`src/dns_erb_pkg.sv`:
```
package dns_erb_pkg;

    localparam logic [15:0] HDR_BYTES        = 16'd12;
    localparam logic [15:0] MIN_QUESTION_LEN = 16'd17;
    localparam logic [15:0] MIN_QUERY_LEN    = 16'd2;
    localparam logic [15:0] CAP_RESET        = 16'd272;
    localparam logic [7:0]  MAX_LABEL_LEN    = 8'd63;
    localparam logic [7:0]  QR_RA_BIT        = 8'h80;
    localparam logic [7:0]  FLAGS_ECHO_MASK  = 8'h79;

    // byte positions inside the query header
    localparam logic [15:0] POS_ID_HI   = 16'd0;
    localparam logic [15:0] POS_ID_LO   = 16'd1;
    localparam logic [15:0] POS_FLAGS   = 16'd2;
    localparam logic [15:0] POS_QDC_HI  = 16'd4;
    localparam logic [15:0] POS_QDC_LO  = 16'd5;

    // label walk phases
    localparam logic [1:0] PHASE_WALKING = 2'd0;
    localparam logic [1:0] PHASE_FOUND   = 2'd1;
    localparam logic [1:0] PHASE_BAD     = 2'd2;

    // register byte addresses
    localparam logic [2:0] ADDR_REPLY_CAPACITY = 3'd0;

    typedef struct packed {
        logic [15:0] reply_length;
        logic [15:0] message_id;
        logic [7:0]  flags_high;
        logic [7:0]  flags_low;
        logic        question_echoed;
    } res_t;

endpackage

```
`src/dns_erb_cfg.sv`:
```
module dns_erb_cfg (
    input  logic        clk,
    input  logic        rst_n,
    input  logic        psel,
    input  logic        penable,
    input  logic        pwrite,
    input  logic [2:0]  paddr,
    input  logic [31:0] pwdata,
    output logic [31:0] prdata,
    output logic        pready,
    output logic [15:0] reply_capacity
);
    import dns_erb_pkg::*;

    logic [15:0] cap_reg;
    logic        wr_en;

    assign pready = 1'b1;
    assign wr_en  = psel && penable && pwrite && (paddr == ADDR_REPLY_CAPACITY);

    always_ff @(posedge clk or negedge rst_n)
    begin
        if (!rst_n)
        begin
            cap_reg <= CAP_RESET;
        end
        else if (wr_en)
        begin
            cap_reg <= pwdata[15:0];
        end
    end

    always_comb
    begin
        prdata = 32'd0;
        if (paddr == ADDR_REPLY_CAPACITY)
        begin
            prdata = {16'd0, cap_reg};
        end
    end

    assign reply_capacity = cap_reg;

endmodule

```
`src/dns_erb_parser.sv`:
```
module dns_erb_parser #(
    parameter int MAX_QUERY_BYTES = 65535
) (
    input  logic              clk,
    input  logic              rst_n,
    input  logic              acc,
    input  logic [7:0]        data_byte,
    input  logic              last_byte,
    input  logic [3:0]        error_code,
    input  logic [15:0]       reply_capacity,
    output logic              res_valid,
    output dns_erb_pkg::res_t res
);
    import dns_erb_pkg::*;

    localparam logic [15:0] MAX_POS = 16'(MAX_QUERY_BYTES);

    logic [15:0] pos_reg, pos_next;
    logic [15:0] id_reg, id_next;
    logic [7:0]  flags_reg, flags_next;
    logic        cio_reg, cio_next;
    logic [16:0] label_reg, label_next;
    logic [1:0]  phase_reg, phase_next;
    logic [15:0] name_end_reg, name_end_next;

    logic        take;
    logic [16:0] qend;
    logic        bad_query;
    logic        question_ok;

    always_comb
    begin
        take          = pos_reg < MAX_POS;
        pos_next      = pos_reg;
        id_next       = id_reg;
        flags_next    = flags_reg;
        cio_next      = cio_reg;
        label_next    = label_reg;
        phase_next    = phase_reg;
        name_end_next = name_end_reg;

        if (take)
        begin
            case (pos_reg)
                POS_ID_HI:  id_next[15:8] = data_byte;
                POS_ID_LO:  id_next[7:0]  = data_byte;
                POS_FLAGS:  flags_next    = data_byte;
                POS_QDC_HI: cio_next      = (data_byte == 8'd0);
                POS_QDC_LO: cio_next      = cio_reg && (data_byte == 8'd1);
                default:    ;
            endcase

            // follow the length bytes of the question name
            if (phase_reg == PHASE_WALKING && pos_reg >= HDR_BYTES &&
                {1'b0, pos_reg} == label_reg)
            begin
                if (data_byte == 8'd0)
                begin
                    name_end_next = pos_reg + 16'd1;
                    phase_next    = PHASE_FOUND;
                end
                else if (data_byte > MAX_LABEL_LEN)
                begin
                    phase_next = PHASE_BAD;
                end
                else
                begin
                    label_next = {1'b0, pos_reg} + 17'd1 + {9'd0, data_byte};
                end
            end
            pos_next = pos_reg + 16'd1;
        end

        qend        = {1'b0, name_end_next} + 17'd4;
        bad_query   = (pos_next < MIN_QUERY_LEN) || (reply_capacity < HDR_BYTES);
        question_ok = (pos_next >= MIN_QUESTION_LEN) && cio_next &&
                      (phase_next == PHASE_FOUND) &&
                      (qend <= {1'b0, pos_next}) && (qend <= {1'b0, reply_capacity});

        res = '0;
        if (!bad_query)
        begin
            res.message_id = id_next;
            res.flags_high = QR_RA_BIT |
                             ((pos_next > MIN_QUERY_LEN) ? (flags_next & FLAGS_ECHO_MASK)
                                                         : 8'd0);
            res.flags_low  = QR_RA_BIT | {4'd0, error_code};
            if (question_ok)
            begin
                res.reply_length    = qend[15:0];
                res.question_echoed = 1'b1;
            end
            else
            begin
                res.reply_length    = HDR_BYTES;
                res.question_echoed = 1'b0;
            end
        end
        res_valid = acc && last_byte;
    end

    always_ff @(posedge clk or negedge rst_n)
    begin
        if (!rst_n)
        begin
            pos_reg      <= 16'd0;
            id_reg       <= 16'd0;
            flags_reg    <= 8'd0;
            cio_reg      <= 1'b0;
            label_reg    <= {1'b0, HDR_BYTES};
            phase_reg    <= PHASE_WALKING;
            name_end_reg <= 16'd0;
        end
        else if (acc)
        begin
            if (last_byte)
            begin
                // start over for the next query
                pos_reg      <= 16'd0;
                id_reg       <= 16'd0;
                flags_reg    <= 8'd0;
                cio_reg      <= 1'b0;
                label_reg    <= {1'b0, HDR_BYTES};
                phase_reg    <= PHASE_WALKING;
                name_end_reg <= 16'd0;
            end
            else
            begin
                pos_reg      <= pos_next;
                id_reg       <= id_next;
                flags_reg    <= flags_next;
                cio_reg      <= cio_next;
                label_reg    <= label_next;
                phase_reg    <= phase_next;
                name_end_reg <= name_end_next;
            end
        end
    end

endmodule

```
`src/dns_erb_out_buf.sv`:
```
module dns_erb_out_buf (
    input  logic              clk,
    input  logic              rst_n,
    input  logic              push,
    input  dns_erb_pkg::res_t push_data,
    output logic              full,
    output logic              out_valid,
    input  logic              out_stall,
    output dns_erb_pkg::res_t out_data
);
    import dns_erb_pkg::*;

    res_t out_reg;
    res_t skid_reg;
    logic out_valid_reg;
    logic skid_valid_reg;
    logic pop;

    assign pop = out_valid_reg && !out_stall;

    always_ff @(posedge clk or negedge rst_n)
    begin
        if (!rst_n)
        begin
            out_valid_reg  <= 1'b0;
            skid_valid_reg <= 1'b0;
        end
        else if (skid_valid_reg)
        begin
            if (pop)
            begin
                out_valid_reg  <= 1'b1;
                skid_valid_reg <= 1'b0;
            end
        end
        else if (!out_valid_reg || pop)
        begin
            out_valid_reg <= push;
        end
        else if (push)
        begin
            skid_valid_reg <= 1'b1;
        end
    end

    always_ff @(posedge clk)
    begin
        if (skid_valid_reg)
        begin
            if (pop)
            begin
                out_reg <= skid_reg;
            end
        end
        else if (!out_valid_reg || pop)
        begin
            if (push)
            begin
                out_reg <= push_data;
            end
        end
        else if (push)
        begin
            // park the transaction behind the stalled one
            skid_reg <= push_data;
        end
    end

    assign full      = skid_valid_reg;
    assign out_valid = out_valid_reg;
    assign out_data  = out_reg;

endmodule

```
`src/dns_error_reply_builder.sv`:
```
// DNS error reply header builder.
// Input channel (in_valid / in_stall): one raw query byte per transaction in
// data_byte, with last_byte marking the final byte and error_code sampled on it.
// Output channel (out_valid / out_stall): one transaction per query, issued for
// its last byte: reply_length (0 bad input, 12 header only, else end of the
// question), message_id, flags_high, flags_low and question_echoed.
// APB port: register 0 at byte address 0 is reply_capacity (reset 272).
// Throughput: one query byte every cycle while in_stall is low; the header
// walk runs in a single combinational pass between the query state registers
// and the output register, which takes each result unless the receiver stalls.
// When the receiver stalls, one more result is held in a skid register; only
// then does in_stall rise, and it falls in the cycle after the output drains.
// Reset clears the query state, empties the output and sets reply_capacity to
// 272. Bytes past MAX_QUERY_BYTES are counted out but a last flag still ends the
// query.
module dns_error_reply_builder #(
    parameter int MAX_QUERY_BYTES = 65535
) (
    input  logic        clk,
    input  logic        rst_n,
    input  logic        in_valid,
    output logic        in_stall,
    input  logic [7:0]  data_byte,
    input  logic        last_byte,
    input  logic [3:0]  error_code,
    output logic        out_valid,
    input  logic        out_stall,
    output logic [15:0] reply_length,
    output logic [15:0] message_id,
    output logic [7:0]  flags_high,
    output logic [7:0]  flags_low,
    output logic        question_echoed,
    input  logic        psel,
    input  logic        penable,
    input  logic        pwrite,
    input  logic [2:0]  paddr,
    input  logic [31:0] pwdata,
    output logic [31:0] prdata,
    output logic        pready
);
    import dns_erb_pkg::*;

    logic [15:0] reply_capacity;
    logic        acc;
    logic        res_valid;
    logic        buf_full;
    res_t        res;
    res_t        out_data;

    assign acc      = in_valid && !buf_full;
    assign in_stall = buf_full;

    dns_erb_cfg u_cfg (
        .clk            (clk),
        .rst_n          (rst_n),
        .psel           (psel),
        .penable        (penable),
        .pwrite         (pwrite),
        .paddr          (paddr),
        .pwdata         (pwdata),
        .prdata         (prdata),
        .pready         (pready),
        .reply_capacity (reply_capacity)
    );

    dns_erb_parser #(
        .MAX_QUERY_BYTES (MAX_QUERY_BYTES)
    ) u_parser (
        .clk            (clk),
        .rst_n          (rst_n),
        .acc            (acc),
        .data_byte      (data_byte),
        .last_byte      (last_byte),
        .error_code     (error_code),
        .reply_capacity (reply_capacity),
        .res_valid      (res_valid),
        .res            (res)
    );

    dns_erb_out_buf u_out_buf (
        .clk       (clk),
        .rst_n     (rst_n),
        .push      (res_valid),
        .push_data (res),
        .full      (buf_full),
        .out_valid (out_valid),
        .out_stall (out_stall),
        .out_data  (out_data)
    );

    assign reply_length    = out_data.reply_length;
    assign message_id      = out_data.message_id;
    assign flags_high      = out_data.flags_high;
    assign flags_low       = out_data.flags_low;
    assign question_echoed = out_data.question_echoed;

endmodule

```
`config.mk`:
```
export PLATFORM = sky130hd
export DESIGN_NAME = dns_error_reply_builder
export DESIGN_NICKNAME = d
export VERILOG_FILES = /design/src/dns_erb_pkg.sv /design/src/dns_erb_cfg.sv /design/src/dns_erb_parser.sv /design/src/dns_erb_out_buf.sv /design/src/dns_error_reply_builder.sv
export SDC_FILE = /design/constraint.sdc
export NUM_CORES = 1
export LEC_CHECK = 0
export CAP_MARGIN = 10
export CORE_ASPECT_RATIO = 1.5
export CORE_UTILIZATION = 50
export DETAILED_ROUTE_END_ITERATION = 10
export DONT_BUFFER_PORTS = 1
export SYNTH_ARGS = -nofsm -noshare
export SYNTH_HDL_FRONTEND = slang
export SYNTH_SLANG_ARGS = --single-unit
```
`constraint.sdc`:
```
create_clock -name clk -period 8 [get_ports clk]
set_clock_uncertainty 0.05 [all_clocks]
set_input_delay 0.4 -clock clk [delete_from_list [all_inputs] [get_ports clk]]
set_output_delay 0.4 -clock clk [all_outputs]
set_load 0.005 [all_outputs]
```
==> summary.md <==
| Metric | Value |
|---|---|
| Clock slew at reported path FFs | `0.07 ns` |
| Die Y-Extent | `178 microns` |
| Slew HR | `0.290` |
| Htree depth | `4` |
| Post-route ant nets | `0` |
| Iteration-0 DRC count of the detailed router | `538` |
| RePlAce Congestion | `0.872` |
| Routed WL | `25200 microns` |
| Final Cell Area | `11000 sq um` |
| Hpwl dp | `18200 microns` |
| Top-area cell type share of the netlist area | `0.249` |
| Register bit total from synthesis | `177` |
| Largest net degree at the start of global routing | `92` |
| PortBufs | `0` |
| YS warnings | `0` |
| Vias per Instance | `5.75` |
| Async SR Flop Fraction | `0.514` |
| Wirelength per Cell | `19.4 microns` |
| # IOs | `139` |
| First-pass GRT wire length | `39700 microns` |
| Row Count | `64` |
| Die width | `120 microns` |
| Initial antenna violation count | `0` |
| Vias | `7486` |
| Cell Int Power | `1.85 mW` |
| Reg power frac | `0.450` |
| Power share of the clock group | `0.268` |
| Max Root-Sink Buffers | `2` |
| Final worst-path cycle share | `0.752` |
| Area grow syn2layout | `6.29%` |
| Min-Delay Startpoint | `pwdata[8]` |
| Seq/Total Area, Yosys | `0.469` |
| RR Startpoint | `u_parser.pos_reg[0]` |
| Final Setup Violations | `0` |
| Mapped Area | `10400 sq um` |
| Total CTS buffers | `17` |
| Nets | `1127` |
| Endpoints failing hold | `0` |
| CTS sink count | `177` |
| Mean Syn Cell Area | `9.88 sq um` |
| Net Sw Frac | `0.361` |
| Critical Path RT | `8.22 ns` |
| PwrDens | `263 nW/um^2` |
| Sw Pwr | `1.05 mW` |
| Slew Viols, Final | `0` |
| Status | `complete, no violations` |
| Worst min-delay path class | `input port to flip-flop` |
| Peak VDD IR | `217 uV` |
| Setup crit end kind | `flip-flop` |
| Core Util, Final | `0.542` |
| Cts repair resizes | `0` |
| Drt drc | `0` |
| Initial core utilization | `0.510` |
| Pre-antenna DRT Iters | `5` |
| Top post-synthesis cells by area | `edfxtp_1 (25%), dfrtp_1 (21%), ha_1 (5.5%)` |
| CP arrival | `6.24 ns` |
| Setup CP Type | `flip-flop to flip-flop` |
| Worst setup path startpoint | `u_parser.pos_reg[0]` |
| GR Overflow Total | `0` |
| Comb pwr share | `0.282` |
| Max-cap violation count | `0` |
| Setup Fix Bufs, Post-CTS | `0` |
| Critical Path Source Type | `flip-flop` |
| EDFF count, synth | `86` |
| Critical Path Fanout Max | `25` |
| TritonCTS clock tree | `yes` |
| Root buf cell | `clkbuf_16` |
| Die footprint | `21300 sq um` |
| Most common cell in the netlist | `nand2_1` |
| Share of layout cells above drive strength 1 | `0.0751` |
| Vias in the first global route | `7098` |
| Count of cell types in the netlist | `78` |
| Dpl cell area | `10400 sq um` |
| Dpl ws | `2.10 ns` |
| Hold-fix buffers, CTS | `2` |
| Diodes inserted | `0` |
| Cells after Synth | `1050` |
| Fmax | `166 MHz` |
| Synth Flop Type | `dfrtp_1` |
| Post-layout power | `2.90 mW` |
| Most instantiated cells after synthesis | `nand2_1 (150), dfrtp_1 (87), edfxtp_1 (86), o21ai_0 (86), nor2_1 (61)` |
| Core Box Area | `20300 sq um` |
| Synth area leader | `edfxtp_1` |
| Min Tclk post-route | `6.02 ns` |
| Least-Margin Pin Slew | `1.06 ns` |
| Final worst setup slack | `1.98 ns` |
| Leak Pwr | `4.45 nW` |
| Setup tns final | `0 ns` |
| Overall routing resource usage | `0.245` |
| Clk_lat worst skew | `0.44 ns` |
| RSZ-0062 raised after global routing | `false` |
==> critical path, cell delays in order, from the launching register on <==
cell       delay (ns)
dfrtp_1          0.72
ha_1             0.34
nand3_1          0.34
nor4_2           0.41
buf_4            0.21
or4_1            0.66
o21ai_1          0.22
and4b_1          0.29
xnor2_1          0.49
ha_1             0.35
nand2_1          0.09
nor2_1           0.05
a2111oi_0        0.37
o31ai_1          0.15
o21ai_0          0.17
nand4b_1         0.14
a21o_4           0.24
or3_4            0.37
o21ai_1          0.17
==> power groups by stage <==
stage	Sequential, mW	Clock [mW]	Combinational (mW)
global placement	1.32	0	0.798
detailed placement	1.33	0	0.807
global route	1.33	0.829	0.920
floorplan	1.29	0	0.656
CTS	1.31	0.794	0.826
finish	1.31	0.778	0.817
==> layer usage <==
metal	routed length [microns]	part of all wire	up-vias	track usage
met5	0	0	-	0
met4	735	0.029	0	0.105
met3	890	0.035	41	0.0403
met2	12800	0.51	172	0.420
met1	10800	0.43	3618	0.304
li1	-	-	3655	-
==> cells by family (layout without fill, tap and decap cells) <==
kind of cell,Yosys count,count (layout),synth area share
buffers and inverters,125,93,0.0585
flip-flops,177,177,0.469
AO/OA/AOI/OAI,237,237,0.147
multiplexers,28,28,0.0273
AND/OR/NAND/NOR,383,383,0.198
other,2,22,0.000724
XOR/XNOR,51,51,0.0430
adder cells (fa/ha/maj),47,47,0.0574
==> stage by stage <==
stage / cells / hold slack (ns)
CTS: 1301 / 0.00281
detailed placement: 1267 / 0.0554
floorplan: 1070 / 0.0544
finish: 1302 / 0.0209
global route: 1302 / 0.0238
global placement: 1267 / 0.0561
==> final timing paths <==
check	end	slack, ns	depth (start not counted)
min reg2reg	u_parser.id_reg[3]	0.43	2
max reg2reg	u_out_buf.out_data[33]	1.98	18
min in group asynchronous	u_parser.phase_reg[1]	0.52	2
max	u_out_buf.out_data[33]	1.98	18
min	u_cfg.reply_capacity[8]	0.02	2
max in group asynchronous	u_cfg.reply_capacity[8]	6.95	2
==> area by class of cell <==
cell class / instances / area [sq um]
clock buffers: 17 / 425
multi-input cells: 768 / 5000
flip-flops and latches: 177 / 4870
inverters: 49 / 184
repair buffers: 12 / 113
clock inverters: 15 / 110
well taps: 264 / 330
fillers: 1877 / 9310
==> cell usage in the layout (no fill, tap or decap), types with 16 or more instances in the layout <==
cell type / Yosys / routed
nor2b_1: 16 / 16
clkbuf_16: 0 / 17
xnor2_1: 30 / 30
mux2i_1: 26 / 26
and2_1: 27 / 27
o31ai_1: 34 / 34
edfxtp_1: 86 / 86
a21oi_1: 25 / 25
nand2_1: 150 / 149
ha_1: 46 / 46
nor3_1: 16 / 16
inv_1: 48 / 48
a22o_1: 21 / 21
xor2_1: 21 / 21
nand3_1: 22 / 22
dfrtp_1: 87 / 86
nor2_1: 61 / 60
conb_1: 2 / 22
o21ai_0: 86 / 86
(Power assumes the default switching activity.)
